<file path="src/hdl/ttcb_pkg.sv">
// Package: shared types, constants and state encoding for the terminal cell buffer.
`timescale 1ns / 1ps
package ttcb_pkg;

  localparam int ROWS_DEF = 25;
  localparam int COLS_DEF = 80;
  localparam logic [7:0] BLANK = 8'h20;
  localparam int TAB_STEP = 8;

  typedef enum logic [4:0] {
    ACT_CHAR = 5'd0, ACT_CR = 5'd1, ACT_LF = 5'd2, ACT_BS = 5'd3, ACT_TAB = 5'd4,
    ACT_UP = 5'd5, ACT_DOWN = 5'd6, ACT_RIGHT = 5'd7, ACT_LEFT = 5'd8,
    ACT_POS = 5'd9, ACT_REGION = 5'd10, ACT_ERASE_LINE = 5'd11,
    ACT_ERASE_DISP = 5'd12, ACT_VIDEO = 5'd13, ACT_SHOW = 5'd14,
    ACT_HIDE = 5'd15, ACT_READ = 5'd16
  } action_t;

  localparam logic [7:0] VID_OFF = 8'd0;
  localparam logic [7:0] VID_BOLD = 8'd1;
  localparam logic [7:0] VID_UNDER = 8'd4;
  localparam logic [7:0] VID_INV = 8'd7;
  localparam logic [7:0] MODE_TO_END = 8'd0;
  localparam logic [7:0] MODE_TO_CUR = 8'd1;
  localparam logic [7:0] MODE_ALL = 8'd2;

  typedef struct packed {
    logic [4:0] action;
    logic [7:0] code;
    logic [7:0] arg_first;
    logic [7:0] arg_second;
  } in_req_t;

  typedef struct packed {
    logic [7:0] cell_code;
    logic [4:0] cursor_row;
    logic [6:0] cursor_col;
    logic       bold_on;
    logic       inverse_on;
    logic       underline_on;
    logic       cursor_shown;
  } out_req_t;

  typedef enum logic [3:0] {
    ST_CLEAR, ST_IDLE, ST_EXEC, ST_READ_WAIT, ST_FILL, ST_SCR_RD, ST_SCR_WAIT,
    ST_SCR_WR, ST_SCR_BLANK, ST_DONE
  } state_t;

  // Commands from controller to datapath.
  typedef struct packed {
    logic load_req;
    logic exec;
    logic fill_start;
    logic fill_step;
    logic scr_start;
    logic scr_rd;
    logic scr_wr;
    logic scr_blank_start;
    logic read_cap;
    logic out_load;
    logic clr_step;
  } ctl_cmd_t;

  // Status from datapath to controller.
  typedef struct packed {
    logic need_fill;
    logic need_scroll;
    logic need_read;
    logic fill_last;
    logic scr_last_row;
    logic clr_last;
  } dp_stat_t;

endpackage

</file>
<file path="src/hdl/ttcb_ctrl.sv">
// Controller state machine sequencing commands, erases, scrolls and the clear pass.
`timescale 1ns / 1ps
module ttcb_ctrl (
  input  logic               clk,
  input  logic               rst_n,
  input  logic               in_valid,
  output logic               in_ready,
  output logic               out_valid,
  input  logic               out_ready,
  input  ttcb_pkg::dp_stat_t stat,
  output ttcb_pkg::ctl_cmd_t cmd
);
  import ttcb_pkg::*;

  state_t state_r, state_nxt;
  logic   ovalid_r, ovalid_nxt;

  always_ff @(posedge clk) begin
    if (!rst_n) begin
      state_r  <= ST_CLEAR;
      ovalid_r <= 1'b0;
    end else begin
      state_r  <= state_nxt;
      ovalid_r <= ovalid_nxt;
    end
  end

  assign out_valid = ovalid_r;

  always_comb begin
    state_nxt  = state_r;
    cmd        = '0;
    in_ready   = 1'b0;
    ovalid_nxt = ovalid_r && !out_ready;
    unique case (state_r)
      ST_CLEAR: begin
        cmd.clr_step = 1'b1;
        if (stat.clr_last) state_nxt = ST_IDLE;
      end
      ST_IDLE: begin
        in_ready = 1'b1;
        if (in_valid) begin
          cmd.load_req = 1'b1;
          state_nxt = ST_EXEC;
        end
      end
      ST_EXEC: begin
        cmd.exec = 1'b1;
        if (stat.need_fill) begin
          cmd.fill_start = 1'b1;
          state_nxt = ST_FILL;
        end else if (stat.need_scroll) begin
          cmd.scr_start = 1'b1;
          state_nxt = stat.scr_last_row ? ST_SCR_BLANK : ST_SCR_RD;
          if (stat.scr_last_row) cmd.scr_blank_start = 1'b1;
        end else if (stat.need_read) begin
          state_nxt = ST_READ_WAIT;
        end else begin
          state_nxt = ST_DONE;
        end
      end
      ST_READ_WAIT: begin
        cmd.read_cap = 1'b1;
        state_nxt = ST_DONE;
      end
      ST_FILL: begin
        cmd.fill_step = 1'b1;
        if (stat.fill_last) state_nxt = ST_DONE;
      end
      ST_SCR_RD: begin
        cmd.scr_rd = 1'b1;
        state_nxt = ST_SCR_WAIT;
      end
      ST_SCR_WAIT: begin
        // hold the source address so the read data stays put for the write
        cmd.scr_rd = 1'b1;
        state_nxt = ST_SCR_WR;
      end
      ST_SCR_WR: begin
        cmd.scr_wr = 1'b1;
        if (stat.fill_last) begin
          cmd.scr_blank_start = 1'b1;
          state_nxt = ST_SCR_BLANK;
        end else begin
          state_nxt = ST_SCR_RD;
        end
      end
      ST_SCR_BLANK: begin
        cmd.fill_step = 1'b1;
        if (stat.fill_last) state_nxt = ST_DONE;
      end
      ST_DONE: begin
        if (!ovalid_r || out_ready) begin
          cmd.out_load = 1'b1;
          ovalid_nxt = 1'b1;
          state_nxt = ST_IDLE;
        end
      end
      default: state_nxt = ST_IDLE;
    endcase
  end
endmodule

</file>
<file path="config.mk">
export PLATFORM = sky130hd
export DESIGN_NAME = ttcb_ctrl
export DESIGN_NICKNAME = d
export VERILOG_FILES = /design/src/hdl/ttcb_pkg.sv /design/src/hdl/ttcb_ctrl.sv
export SDC_FILE = /design/constraint.sdc
export NUM_CORES = 1
export LEC_CHECK = 0
export BUFFER_PORTS_ARGS = -buffer_cell sky130_fd_sc_hd__buf_2
export CAP_MARGIN = 20
export CORE_AREA = 5 5 42 44
export DETAILED_ROUTE_END_ITERATION = 10
export DIE_AREA = 0 0 47 49
export PLACE_DENSITY = 0.64
export SLEW_MARGIN = 10
export SYNTH_ARGS = -nofsm -noshare
export SYNTH_HDL_FRONTEND = slang
export SYNTH_SLANG_ARGS = --single-unit
</file>
<file path="constraint.sdc">
create_clock -name clk -period 1.8 [get_ports clk]
set_input_delay 0 -clock clk [delete_from_list [all_inputs] [get_ports clk]]
set_output_delay 0 -clock clk [all_outputs]
set_load 0.1 [all_outputs]
</file>
### Word level (Yosys, flattened, before mapping)

Index checks and enable logic that the tools add are counted.

* memory bits (read-only): 0
* bits in writable memories: 0
* output and inout port bits: 13
* bits in latches: 0
* memories: 0
* register bits after elaboration: 5
* input port bits: 10

* $mul: 0
* mux-type cells: 32
* $lt $le $gt $ge: 0
* reduce and logical (&&, ||, !) cells: 8
* div/mod/pow operators: 0
* eq/ne operators: 13
* shifts and indexed selects: 0
* add/sub/neg operators: 0
* bitwise operators: 0

Operators with widths (count)
* $mux 4: 9
* $pmux 4 s9: 1
* $mux 1: 20
* $eq 4x3->1 const B: 4
* $eq 4x2->1 const B: 2
* $eq 4x4->1 const B: 2
* $ne 2x2->1 const B: 3
* $eq 4x1->1 const B: 1
* $logic_not 4->1: 1
* $reduce_and 4->1: 1
* $reduce_or 2->1: 2
* $logic_not 1->1: 2
* $mux 2: 1
* $ne 2x1->1 const B: 1
* $pmux 1 s2: 1
* $logic_and 1x1->1: 1
* $logic_or 1x1->1: 1

### Depth between registers and ports, before layout

Gate-level depths: netlist of run 1.

* depth in word-level cells: 4
* gate-level depth with buffers: 5

### Worst setup path before layout of run 1

Ideal clock, no wire load.

* path type: register to output
* start point: register state_r[1]
* end point: output port cmd[10] in the netlist's numbering
* data required time: 1.800 ns
* data arrival time: 4.522 ns
* stages on the path, launching flop included: 4
* setup slack: -2.722 ns
* cell sequence: dfxtp_1 buf_2 nor4_1 and2_1

RTL lines
* from (decl): RTL line ttcb_ctrl.sv:15 `state_t state_r, state_nxt;`
* from (signal assigned): RTL line ttcb_ctrl.sv:23 `state_r <= state_nxt;`
* to (decl): RTL line ttcb_ctrl.sv:11 `output ttcb_pkg::ctl_cmd_t cmd`

==> flow_metrics.py, run 1 <==
metrics = {
    "global_routing": {
        "track_usage": 0.130,
        "antenna_found_initial": 0,
        "grt_pass1_vias": 495,
        "gr-total-overflow": 0,
        "grt_max_degree": 15,
        "grt_pass1_wl_um": 2260,
    },
    "floorplanning": {
        "row_count": 14,
        "dieHeight_um": 49,
        "core_area_um2": 1400,
        "die-area_um2": 2300,
        "ioPinCount": 23,
        "initial_core_util": 0.352,
        "fp.dieW_um": 47,
    },
    "route": {
        "drc_errors": 0,
        "wirelength_um": 1400,
        "antenna_left": 0,
        "vias_per_cell": 5.23,
        "wire_per_inst_um": 13.0,
        "drtIter0Drc": 8,
        "route.vias.total": 560,
        "drtPass1Iterations": 4,
    },
    "timing": {
        "setup_viol": 0,
        "maxSlewHeadroom": 0.677,
        "hold_violations": 0,
        "fmax_mhz": 576,
        "clock-skew-final_ps": 2.43,
        "finalMaxSlewViolations": 0,
        "finalCriticalPeriod_ps": 1740,
        "hold-worst-slack_ps": 48.5,
        "finalCritPeriodShare": 0.965,
        "tightestPinTransition_ps": 488,
        "rsz0062_at_grt": "no",
    },
    "worst_setup_path": {
        "reg2reg_depth": 5,
        "cpLargestDelayFamily": "simple AND/OR/NAND/NOR gates",
        "crit_fanout": 9,
        "start_kind": "flop",
        "path_buf_inv": 2,
        "r2r_slack_ps": 260,
        "cp.arrival_ps": 1740,
        "r2r-end": "state_r[0]",
        "crit_type": "flop to primary output",
        "cp-end-kind": "primary output",
        "reg2reg_from": "state_r[2]",
        "cp_slowest_stage_delay_ps": 570,
        "path_cells": "or4b_4 > clkinv_8 > and3_4 > a22o_4 > buf_12",
        "crit_slowest_cell": "or4b_4",
        "worstPathRequired_ps": 1800,
    },
    "cts": {
        "cts_buffer_depth": 2,
        "htree_levels": 1,
        "clock_latency_ps": 240,
        "tritoncts": "built",
        "cts_made_buffers": 3,
        "clock_sinks": 5,
        "clockRootBuffer": "clkbuf_4",
        "clk_pin_slew_ps": 40,
    },
    "synthesis": {
        "synth_cells": 59,
        "ys_types": 42,
        "synth-simple-area-share": 0.406,
        "synthFlopType": "dfxtp_1",
        "syn_area_um2": 493,
        "synth_mux_area_frac": 0.0203,
        "netlist_top_cells_area": "dfxtp_1 20%, buf_6 4.6%, and2b_2 3.6%",
        "async_flop_share": 0,
        "synth-adder-area-share": 0,
        "synth-xor-area-share": 0.0355,
        "yosysTopAreaCellShare": 0.203,
        "yosysWarnings": 0,
        "synth_top_family_by_area": "simple AND/OR/NAND/NOR gates",
        "synth_largest_area_cell": "dfxtp_1",
        "synth-compound-area-share": 0.218,
        "avgSynthCellArea_um2": 8.36,
        "syn_nets": 69,
        "synth_seq_cells": 5,
        "yosysSeqAreaShare": 0.203,
        "synth_edf_count": 0,
    },
    "layout": {
        "num-nets-final": 102,
        "syn2layout_area_growth_pct": 65.5,
        "final_common_cell": "buf_2",
        "design_area_um2": 816,
        "drive_above_1_share": 0.626,
        "finalCoreUtilization": 0.582,
        "antenna_cells": 0,
        "layout_common_cells": "18 x buf_2, 10 x buf_4, 4 x buf_12, 3 x clkbuf_4, 3 x dfxtp_1",
        "layout.cells.non_filler": 107,
    },
    "power": {
        "vdd_drop_max_mv": 0.762,
        "p_leak_nw": 0.374,
        "p_per_area_nw_per_um2": 1390,
    },
    "worst_hold_path": {
        "hold_path.class": "input pin to flop",
        "min_from": "rst_n",
        "holdPathEnd": "out_valid",
        "hold_depth": 2,
    },
    "place": {
        "place_hpwl_um": 1110,
        "place_inst": 96,
        "portBuffers": 22,
        "place_area_um2": 733,
        "gp_congestion": 0.789,
    },
    "outcome": {
        "outcome": "finished clean",
    },
    "run": {
        "drv_cap": 0,
    },
}
[stage by stage]
step	TNS, ps	total power [mW]	setup WS [ps]
global placement	0	0.976	248
detailed placement	0	0.981	222
floorplan	-1590	0.859	-669
global route	0	1.20	7.06
finish	0	1.14	63.0
CTS	0	1.12	10.9
[final cells by class]
cell class | count | area (µm²)
fillers | 144 | 586
multi-input cells | 46 | 392
repair buffers | 32 | 245
flip-flops and latches | 5 | 105
inverters | 4 | 27.5
clock buffers | 4 | 26.3
well taps | 16 | 20.0
[cells by family after synthesis]
family	count (synthesis)
compound gates	15
xor+xnor	2
buf+inv	8
flops	5
mux	1
simple gates	28
[how the worst max path moves through the flow]
stage,start,endpoint,slack (ps),cells past startpoint
finish,state_r[2],cmd[3],60,5
global route,state_r[0],cmd[5],7,4
CTS,state_r[3],cmd[3],10,5
detailed placement,state_r[2],cmd[3],220,5
global placement,state_r[2],cmd[3],250,5
floorplan,state_r[2],cmd[10],-670,3
[Yosys cell counts (2+ instances only)]
cell type	instances
nor2_1	2
a21oi_1	2
nand3_1	2
nor2b_1	2
buf_6	2
inv_1	3
nor4b_1	2
o21ai_1	2
nand2_1	2
dfxtp_1	5
nor3_1	2
nor4_1	2
and2b_2	2
[sequential cells by signal, summed over array words and instances, names as in the netlist]
name / cells
state_r: 4
out_valid: 1
[what timing repair did]
item | 4_1_cts | 5_1_grt
resized for setup | 0 | 2
setup endpoints to repair | 1 | 1
pin swaps | 1 | 1
buffers inserted | 1 | 6
hold buffers | 0 | 0
[where the power goes]
group | switching (mW) | internal [mW] | leakage [nW]
logic | 0.591 | 0.246 | 0.317
clock network | 0.0472 | 0.0839 | 0.0150
registers | 0.0347 | 0.135 | 0.0420
total | 0.672 | 0.465 | 0.374
[metal layers]
metal	up-vias	routed length, µm	global-route usage
li1	285	-	-
met1	256	610	0.174
met2	17	703	0.197
met3	2	68	0.0221
met4	0	12	0.0553
met5	-	0	0
Note: power is estimated with default switching activity, not from simulation.
==> inputs of run 2 (changes only) <==
--- a/config.mk
+++ b/config.mk
@@ -10,7 +10,7 @@
 export CORE_AREA = 5 5 42 44
 export DETAILED_ROUTE_END_ITERATION = 10
 export DIE_AREA = 0 0 47 49
-export PLACE_DENSITY = 0.64
+export PLACE_DENSITY = 0.66
 export SLEW_MARGIN = 10
 export SYNTH_ARGS = -nofsm -noshare
 export SYNTH_HDL_FRONTEND = slang
==> run 2 against run 1 <==
Power shrank 0.63%. Cell count fell by 4.7%. First-iteration DRC count is 50% higher.
==> flow_metrics.py, run 2 (synthesis results as in run 1) <==
metrics = {
    "power": {
        "comb_power_share": 0.752,
        "pwr-share-clk": 0.118,
        "vdd_drop_max_mv": 0.751,
        "finalPower_mw": 1.13,
        "pwr-share-seq": 0.130,
        "p_leak_nw": 0.349,
        "switching_power_uw": 677,
        "internal-power_uw": 454,
        "swShare": 0.599,
        "p_per_area_nw_per_um2": 1430,
    },
    "worst_setup_path": {
        "crit_slowest_cell": "or4b_4",
        "cp.arrival_ps": 1740,
        "crit_type": "flop to primary output",
        "cp_slowest_stage_delay_ps": 590,
        "crit_fanout": 4,
        "path_cells": "or4b_4 > clkinv_8 > and3_4 > a22o_4 > buf_12",
        "start_kind": "flop",
        "cp-end-kind": "primary output",
        "worstPathRequired_ps": 1800,
        "cpLargestDelayFamily": "simple AND/OR/NAND/NOR gates",
        "path_buf_inv": 2,
    },
    "global_routing": {
        "grt_pass1_wl_um": 2410,
        "grt_use_met2": 0.219,
        "grt_pass1_vias": 530,
        "use_met1": 0.174,
        "gr-total-overflow": 0,
        "track_usage": 0.137,
        "grt_use_met3": 0.0480,
        "antenna_found_initial": 0,
        "grt_max_degree": 14,
        "grt-busiest-layer": "met2",
    },
    "layout": {
        "final_common_cell": "buf_2",
        "largest_register_ffs": 4,
        "layout_common_cells": "17 x buf_2, 5 x buf_12, 5 x buf_4, 4 x dfxtp_1, 3 x clkbuf_4",
        "syn2layout_area_growth_pct": 60.7,
        "regMostFlops": "state_r",
        "antenna_cells": 0,
        "num-nets-final": 97,
        "finalCoreUtilization": 0.565,
        "drive_above_1_share": 0.593,
    },
    "timing": {
        "maxSlewHeadroom": 0.678,
        "finalCriticalPeriod_ps": 1740,
        "setup_viol": 0,
        "hold_violations": 0,
        "fmax_mhz": 575,
        "setup_ws_ps": 61.8,
        "finalCritPeriodShare": 0.966,
        "finalMaxSlewViolations": 0,
        "rsz0062_at_grt": "no",
        "clock-skew-final_ps": 0.555,
        "hold-worst-slack_ps": 49.2,
        "tightestPinTransition_ps": 487,
    },
    "outcome": {
        "outcome": "finished clean",
    },
    "route": {
        "wire_per_inst_um": 13.7,
        "drc_errors": 0,
        "drtIter0Drc": 12,
        "route.vias.total": 561,
        "antenna_left": 0,
        "wirelength_um": 1400,
        "drtPass1Iterations": 4,
        "vias_per_cell": 5.50,
    },
    "cts": {
        "clock_sinks": 5,
        "clockRootBuffer": "clkbuf_4",
        "clock_latency_ps": 240,
        "htree_levels": 1,
        "cts_buffer_depth": 2,
        "cts_made_buffers": 3,
        "clk_pin_slew_ps": 40,
        "ctsHoldBuffers": 0,
        "tritoncts": "built",
    },
    "floorplanning": {
        "initial_core_util": 0.352,
        "ioPinCount": 23,
        "fp.dieW_um": 47,
        "row_count": 14,
        "die-area_um2": 2300,
        "core_area_um2": 1400,
        "dieHeight_um": 49,
    },
    "place": {
        "portBuffers": 22,
        "place_hpwl_um": 1100,
        "gp_congestion": 0.771,
        "dpl_worst_slack_ps": 237,
    },
    "worst_hold_path": {
        "hold_path.class": "input pin to flop",
    },
    "run": {
        "drv_cap": 0,
    },
}
[run 2: cell count changes in the layout (fill, tap and decap cells not counted), sizes merged]
cell	delta
buf	-5
[run 2: final timing paths]
| check | startpoint | end | slack (ps) | depth (start not counted) |
|---|---|---|---|---|
| worst min register to register | state_r[0] | state_r[0] | 650 | 3 |
| worst max register to register | state_r[2] | state_r[0] | 280 | 5 |
| worst min-delay path | rst_n | state_r[2] | 50 | 3 |
| worst max-delay path | state_r[2] | cmd[3] | 60 | 5 |
[run 2: tightest hold or removal path, cell delays in order]
cell     delay, ps
buf_2          140
nand2_1         70
o21ai_1         50
[run 2: power by group through the flow]
stage	Combinational [mW]	Sequential [mW]	Clock [mW]
2_1_floorplan	0.702	0.157	0
3_3_place_gp	0.823	0.160	0
3_5_place_dp	0.832	0.159	0
4_1_cts	0.856	0.147	0.140
5_1_grt	0.898	0.148	0.150
6_report	0.850	0.147	0.134
[run 2: area by class of cell]
type | count | area (µm²)
well taps | 16 | 20.0
inverters | 4 | 27.5
flip-flops and latches | 5 | 104
multi-input cells | 46 | 392
fillers | 142 | 609
clock buffers | 4 | 26.3
repair buffers | 27 | 223
[run 2: layer usage]
layer  vias up  routed length, µm
met5         -                  0
met4         0                  0
met3         0                 82
met2        18                742
met1       265                577
li1        278                  -
[run 2: timing repair]
item | in CTS | in global routing
setup endpoints to repair | 1 | 0
buffers inserted | 2 | 0
resized for setup | 1 | 0
[run 2: per-stage QoR]
stage / TNS (ps) / cell area, µm² / instances
2_1_floorplan: -1590 / 564 / 59
3_3_place_gp: 0 / 748 / 96
3_5_place_dp: 0 / 748 / 96
4_1_cts: 0 / 792 / 102
5_1_grt: 0 / 792 / 102
6_report: 0 / 792 / 102
==> inputs of run 3 (changes only) <==
--- a/config.mk
+++ b/config.mk
@@ -7,10 +7,12 @@
 export LEC_CHECK = 0
 export BUFFER_PORTS_ARGS = -buffer_cell sky130_fd_sc_hd__buf_2
 export CAP_MARGIN = 20
-export CORE_AREA = 5 5 42 44
+export CELL_PAD_IN_SITES_DETAIL_PLACEMENT = 0
+export CELL_PAD_IN_SITES_GLOBAL_PLACEMENT = 1
+export CORE_MARGIN = 5
+export CORE_UTILIZATION = 31
 export DETAILED_ROUTE_END_ITERATION = 10
-export DIE_AREA = 0 0 47 49
-export PLACE_DENSITY = 0.66
+export PLACE_DENSITY_LB_ADDON = 0.1
 export SLEW_MARGIN = 10
 export SYNTH_ARGS = -nofsm -noshare
 export SYNTH_HDL_FRONTEND = slang
==> run 3 against run 2 <==
Sequential power increased by 12%. Sequential share of layout area increased by 0.39 points. Power fell by 0.56%. Critical path depth stayed put. Worst hold slack lost 4.6 ps. Core utilization down 4.9 points. Global-route usage down 1.5 points. Flip-flop and latch count did not move. Largest cell class unchanged.
==> flow_metrics.py, run 3 (synthesis results as in run 1) <==
metrics = {
    "floorplanning": {
        "die-area_um2": 2490,
        "ioPinCount": 23,
        "initial_core_util": 0.327,
        "fp.dieW_um": 49.9,
        "row_count": 14,
        "core_area_um2": 1510,
        "dieHeight_um": 49.9,
    },
    "power": {
        "p_per_area_nw_per_um2": 1440,
        "p_leak_nw": 0.347,
        "vdd_drop_max_mv": 0.954,
    },
    "route": {
        "drc_errors": 0,
        "wl_met2_um": 738,
        "met3_length_um": 70,
        "topRoutingLayerUsed": "met3",
        "wl_met1_um": 626,
        "drtPass1Iterations": 2,
        "route.vias.total": 555,
        "wirelength_um": 1430,
        "drtIter0Drc": 9,
        "wire_per_inst_um": 14.1,
        "vias_per_cell": 5.44,
        "antenna_left": 0,
    },
    "layout": {
        "layout.cells.non_filler": 102,
        "final_common_cell": "buf_2",
        "layout_common_cells": "18 x buf_2, 5 x buf_4, 4 x buf_12, 3 x clkbuf_4, 3 x dfxtp_1",
        "regMostFlops": "state_r",
        "largest_register_ffs": 4,
        "antenna_cells": 0,
        "drive_above_1_share": 0.605,
        "num-nets-final": 97,
        "syn2layout_area_growth_pct": 57.9,
        "finalCoreUtilization": 0.517,
        "n_fill_cell": 139,
        "design_area_um2": 778,
    },
    "global_routing": {
        "grt_pass1_vias": 538,
        "grt_pass1_wl_um": 2430,
        "grt_max_degree": 14,
        "gr-total-overflow": 0,
        "track_usage": 0.123,
        "antenna_found_initial": 0,
    },
    "run": {
        "drv_cap": 0,
    },
    "timing": {
        "setup_viol": 0,
        "clock-skew-final_ps": 0.0735,
        "finalCriticalPeriod_ps": 1740,
        "hold_violations": 0,
        "fmax_mhz": 574,
        "finalSetupTns_ps": 0,
        "maxSlewHeadroom": 0.678,
        "finalMaxSlewViolations": 0,
        "finalCritPeriodShare": 0.968,
        "tightestPinTransition_ps": 487,
        "rsz0062_at_grt": "no",
    },
    "worst_setup_path": {
        "worstPathRequired_ps": 1800,
        "path_cells": "or4b_4 > clkinv_8 > and3_4 > a22o_4 > buf_12",
        "crit_type": "flop to primary output",
        "r2r_slack_ps": 280,
        "reg2reg_depth": 5,
        "reg2reg_from": "state_r[0]",
        "start_kind": "flop",
        "crit_fanout": 5,
        "crit_slowest_cell": "or4b_4",
        "cp-end-kind": "primary output",
        "cp.arrival_ps": 1740,
        "r2r-end": "state_r[0]",
        "cp_slowest_stage_delay_ps": 550,
    },
    "place": {
        "place_inst": 96,
        "place_hpwl_um": 1150,
        "gp_congestion": 0.727,
        "portBuffers": 22,
        "place_area_um2": 733,
    },
    "cts": {
        "htree_levels": 1,
        "cts_made_buffers": 3,
        "clockRootBuffer": "clkbuf_4",
        "clock_latency_ps": 240,
        "cts_buffer_depth": 2,
        "clk_pin_slew_ps": 40,
        "ctsHoldBuffers": 0,
        "clock_sinks": 5,
        "tritoncts": "built",
    },
    "worst_hold_path": {
        "min_from": "rst_n",
        "holdPathEnd": "out_valid",
        "hold_path.class": "input pin to flop",
        "hold_depth": 2,
    },
    "outcome": {
        "outcome": "finished clean",
    },
}
[run 3: cell counts in the layout (fill, tap and decap cells not counted)]
No cell type changed its count.
[run 3: repair_timing]
action	4_1_cts	5_1_grt
gates cloned	0	0
pin swaps	1	0
gates resized for setup	1	1
setup buffers	2	0
endpoints found under the setup margin	1	1
endpoints found under the hold margin	0	0
[run 3: layout make-up]
class	instances	area (µm²)	share of cell area
inverters	4	27.5	0.0354
clock buffers	4	26.3	0.0338
well taps	16	20.0	0.0257
flip-flops and latches	5	105	0.135
multi-input cells	46	392	0.503
repair buffers	27	208	0.267
[run 3: critical path, delay by kind of cell (launching register included)]
| kind | cells | cell delay, ps |
|---|---|---|
| flops | 1 | 360 |
| buf+inv | 2 | 240 |
| simple gates | 2 | 760 |
| compound gates | 1 | 130 |
[run 3: worst max path at each step]
stage / start / to / slack [ps]
floorplan: state_r[2] / cmd[10] / -670
CTS: state_r[1] / cmd[3] / 10
detailed placement: state_r[2] / cmd[3] / 220
global route: state_r[0] / cmd[3] / 9
finish: state_r[0] / cmd[3] / 60
global placement: state_r[2] / cmd[3] / 240
[run 3: per-stage QoR]
stage / power, mW / worst slack (ps) / hold WS, ps
after floorplan: 0.859 / -669 / 118
after detailed placement: 0.987 / 221 / 295
after CTS: 1.14 / 11.7 / 34.7
after global routing: 1.19 / 9.17 / 40.0
after global placement: 0.987 / 244 / 302
final: 1.12 / 57.6 / 44.6
[run 3: per-layer routing]
metal,vias up,global-route usage
met2,12,0.197
li1,276,-
met5,-,0
met4,0,0.0393
met1,267,0.150
met3,0,0.0452
[run 3: power by group]
| part | switching (mW) | internal [mW] | leakage [nW] |
|---|---|---|---|
| Combinational | 0.597 | 0.232 | 0.290 |
| Clock | 0.0458 | 0.0838 | 0.0150 |
| Sequential | 0.0299 | 0.135 | 0.0419 |
| Total | 0.673 | 0.451 | 0.347 |
